### src/rtl/irs_pkg.sv
// Shared types and constants of the image resample interpolator.
`default_nettype none
package irs_pkg;

    // Datapath widths, sized for the widest fraction (16 bits)
    localparam int OPA_W = 34;
    localparam int OPB_W = 26;
    localparam int RES_W = 44;
    localparam int PRD_W = OPA_W + OPB_W;

    localparam logic [2:0] CFG_MODE    = 3'd0;
    localparam logic [2:0] CFG_WIDTH   = 3'd1;
    localparam logic [2:0] CFG_HEIGHT  = 3'd2;
    localparam logic [2:0] CFG_CHANNEL = 3'd3;
    localparam logic [2:0] CFG_XSTEP   = 3'd4;
    localparam logic [2:0] CFG_YSTEP   = 3'd5;

    localparam logic [1:0] MODE_CODE_NEAREST  = 2'd0;
    localparam logic [1:0] MODE_CODE_BILINEAR = 2'd1;
    localparam logic [1:0] MODE_CODE_BICUBIC  = 2'd2;

    typedef enum logic [1:0] {
        M_NEAREST,
        M_BILINEAR,
        M_BICUBIC
    } mode_t;

    typedef enum logic [3:0] {
        ST_IDLE,
        ST_POSX,
        ST_POSY,
        ST_POSL,
        ST_READ,
        ST_RWAIT,
        ST_CUBIC,
        ST_CSTORE,
        ST_BILIN,
        ST_FINAL,
        ST_DONE
    } state_t;

    // Request to the shared multiply-add unit: res = (a*b) [>>> frac] + c
    typedef struct packed {
        logic                    en;
        logic                    shift;
        logic signed [OPA_W-1:0] a;
        logic signed [OPB_W-1:0] b;
        logic signed [RES_W-1:0] c;
    } alu_req_t;

endpackage
`default_nettype wire

### src/rtl/irs_alu.sv
// Shared multiply, shift and add unit with registered result.
`default_nettype none
module irs_alu #(
    parameter int FRAC_BITS = 16
) (
    input  wire logic                                aclk,
    input  wire irs_pkg::alu_req_t                   req,
    output logic signed [irs_pkg::RES_W-1:0]         res
);

    logic signed [irs_pkg::OPA_W-1:0] a;
    logic signed [irs_pkg::OPB_W-1:0] b;
    logic signed [irs_pkg::RES_W-1:0] c;
    logic signed [irs_pkg::PRD_W-1:0] prod;
    logic signed [irs_pkg::PRD_W-1:0] prod_sh;
    logic signed [irs_pkg::RES_W-1:0] res_next;
    logic signed [irs_pkg::RES_W-1:0] res_reg;

    always_comb begin
        a        = req.a;
        b        = req.b;
        c        = req.c;
        prod     = a * b;
        prod_sh  = req.shift ? (prod >>> FRAC_BITS) : prod;
        res_next = irs_pkg::RES_W'(prod_sh) + c;
    end

    always_ff @(posedge aclk) begin
        if (req.en) begin
            res_reg <= res_next;
        end
    end

    assign res = res_reg;

endmodule
`default_nettype wire

### config.mk
export PLATFORM = sky130hd
export DESIGN_NAME = irs_alu
export DESIGN_NICKNAME = d
export VERILOG_FILES = /design/src/rtl/irs_pkg.sv /design/src/rtl/irs_alu.sv
export SDC_FILE = /design/constraint.sdc
export NUM_CORES = 2
export LEC_CHECK = 0
export ABC_AREA = 1
export ABC_CLOCK_PERIOD_IN_PS = 27700
export BUFFER_PORTS_ARGS = -buffer_cell sky130_fd_sc_hd__buf_2
export CELL_PAD_IN_SITES_DETAIL_PLACEMENT = 1
export CELL_PAD_IN_SITES_GLOBAL_PLACEMENT = 2
export CORE_MARGIN = 1
export CORE_UTILIZATION = 40
export DETAILED_ROUTE_END_ITERATION = 12
export HOLD_SLACK_MARGIN = 0.02
export PLACE_DENSITY = 0.94
export REMOVE_ABC_BUFFERS = 1
export SYNTH_ARGS = -nofsm -noshare
export SYNTH_HDL_FRONTEND = slang
export SYNTH_SLANG_ARGS = --single-unit
### constraint.sdc
create_clock -name aclk -period 27.7 [get_ports aclk]
set_input_delay 4.155 -clock aclk [delete_from_list [all_inputs] [get_ports aclk]]
set_output_delay 4.155 -clock aclk [all_outputs]
set_load 0.005 [all_outputs]
==> results.txt <==
outcome: finished clean
YS warnings: 0
Setup WS pre-CTS: 14.26 ns
Final Net Count: 6145
Max Transition Viols Final: 0
global route overflow: 0
Worst Tran Pin Value: 1.17 ns
Rel. slew slack: 22.1%
clock slew at reported path FFs: 0.08 ns
worst setup margin: 14.50 ns
fmax: 75.8 MHz
final hold violations: 0
setup bufs post-CTS: 0
Worst path slowest cell: fa_1
share of the clock period used by the worst path: 47.7%
crit path kind: primary input to register
Final setup viols: 0
hold_ws: 4.16 ns
count of cell types in the netlist: 46
buffers added on ports: 150
fraction of layout cells with a size suffix above 1: 5.14%
CP arrival: 13.24 ns
Synth async-reset ratio: 0%
post-DP HPWL: 108 mm
Root Buffer: clkbuf_16
worst endpoint required time: 27.74 ns
Rows: 112
I/O Pins: 151
die area: 0.0954 sq mm
pin count of the biggest net entering global routing: 55
fin cells: 6179
routed vias: 31100
antenna violations before repair: 1
Die Y: 309 microns
vias per cell: 5.03
CP Max Fanout: 34
Cell Area, Synth: 0.0377 sq mm
post-cts sizing count: 0
Hold Path Depth: 2
RSZ-0062 raised after global routing: false
Inserted Clock Buffers: 5
DRC viols: 0
Core ar.: 0.0933 sq mm
Post-DRT Antenna Nets: 0
Final min period: 13.20 ns
DRT Wirelength: 123 mm
max reg flops: 44
synthesized flop and latch total: 44
setup_tns: 0 ns
router iterations before antenna repair: 5
die width: 309 microns
number of synthesized flops with an enable pin: 44
Syn Inst Count: 4962
GR Util All Layers: 26.8%
number of global-route vias before repair: 36000
drt wl/cell: 19.9 microns
Critical Path Max Stage Delay: 1.03 ns
hold crit path type: primary input to register
startpoint types: primary input
DR iter-0 viols: 1509
number of diodes: 0
critical path endpoint category: register
GPL Wtd Cong: 0.992
Starting Density: 40.4%
buffers from clock root to sink, at most: 2
Syn-to-layout area delta: 4.83%
hold_buf cts: 0
Synth Area per Inst: 7.59 sq um
H-tree Lvls: 2
placed insts: 6171
MaxCap Viol Count: 0
prevailing post-synth register cell: edfxtp_1
Seq/Total Area, Yosys: 3.51%
Crit path top cell by count: fa_1
Num Clock Sinks: 44
TritonCTS clock tree: built
first-pass GRT wire length: 198 mm
cell usage after synthesis (2+ instances only):
cell	count	area (sq um)
nand2_1	1285	4820
o21ai_0	84	420
buf_2	4	20.0
or2_1	9	56.3
nand2_2	6	37.5
o21ai_2	5	43.8
nor2_2	16	100
nor3_1	13	65.1
a21boi_0	5	37.5
o21a_1	2	15.0
buf_1	5	18.8
o21bai_1	18	135
a21boi_2	2	22.5
a31oi_1	16	100
a211oi_1	2	15.0
ha_1	211	2640
nor3_2	3	30.0
a21boi_1	2	15.0
nor2_1	214	803
xnor2_1	20	175
a21o_1	17	128
clkbuf_1	205	769
xor2_1	30	263
a21oi_1	126	631
inv_2	6	22.5
nand3b_1	10	75.1
and2_1	3	18.8
nand3_1	136	681
o21ai_1	8	40.0
nand4_1	22	138
or2_2	22	138
fa_1	903	18100
a21oi_2	9	78.8
o211ai_1	2	15.0
nor4_1	6	37.5
and3_1	3	18.8
edfxtp_1	44	1320
inv_1	1476	5540
nand3_2	5	50.1
metrics by stage:
stage,area (sq um),utilization [%]
after global routing,39500,42.3
final,39500,42.3
after CTS,39500,42.3
after detailed placement,39300,42.1
after global placement,39300,42.1
after floorplan,36900,-
layout by cell type, fill, tap and decap left out, types with 5 or more instances in the layout:
cell and instances:
xor2_1 30, nand3_1 136, nor3_1 13, nor2_1 214, inv_2 6, a21oi_2 9
nand2_2 6, or2_2 22, buf_2 150, nand2_1 1285, a31oi_1 16, nor4_1 6
a21boi_0 5, nand3b_1 10, clkbuf_16 5, fa_1 903, edfxtp_1 44, or2_1 9
ha_1 211, buf_4 19, a21oi_1 126, o21ai_0 84, nand3_2 5, xnor2_1 20
o21ai_1 8, o21bai_1 18, nand4_1 22, a21o_1 17, nor2_2 16, inv_1 1476
o21ai_2 5
final timing paths:
kind / end / start / slack [ns]
max: res[40] / req[46] / 14.50
min: res[0] / req[0] / 4.16
cell families after synthesis:
family	share of synthesized area, %
AO/OA/AOI/OAI	4.55
buffers and inverters	16.9
AND/OR/NAND/NOR	18.9
XOR/XNOR	1.16
multiplexers	0.0266
adder cells (fa/ha/maj)	55.0
flip-flops	3.51
layer usage:
layer  GRT usage [%]  vias up  share of wire, %
li1                -    14000                 -
met2            50.1      653                52
met1            34.4    16300                43
met5               0        -            0.0065
met4            4.96        2               1.9
met3            1.30      156               3.1
critical path, delay by kind of cell:
family,cells,cell delay [ns]
XOR/XNOR,1,0.08
AND/OR/NAND/NOR,15,2.77
buffers and inverters,6,1.11
adder cells (fa/ha/maj),9,5.06
area by class of cell:
type                            instances  area (sq um)
Clock buffer                            5           125
Clock inverter                          3          42.5
Inverter                             1482          5560
Tap cell                             1254          1570
Multi-Input combinational cell       3222         30000
Timing Repair Buffer                  169           893
Sequential cell                        44          1320
Fill cell                           11800         53800
Power is left out: the tool's default activity adds up to more than one toggle a clock period on the data nets, which glitch-free logic cannot reach.
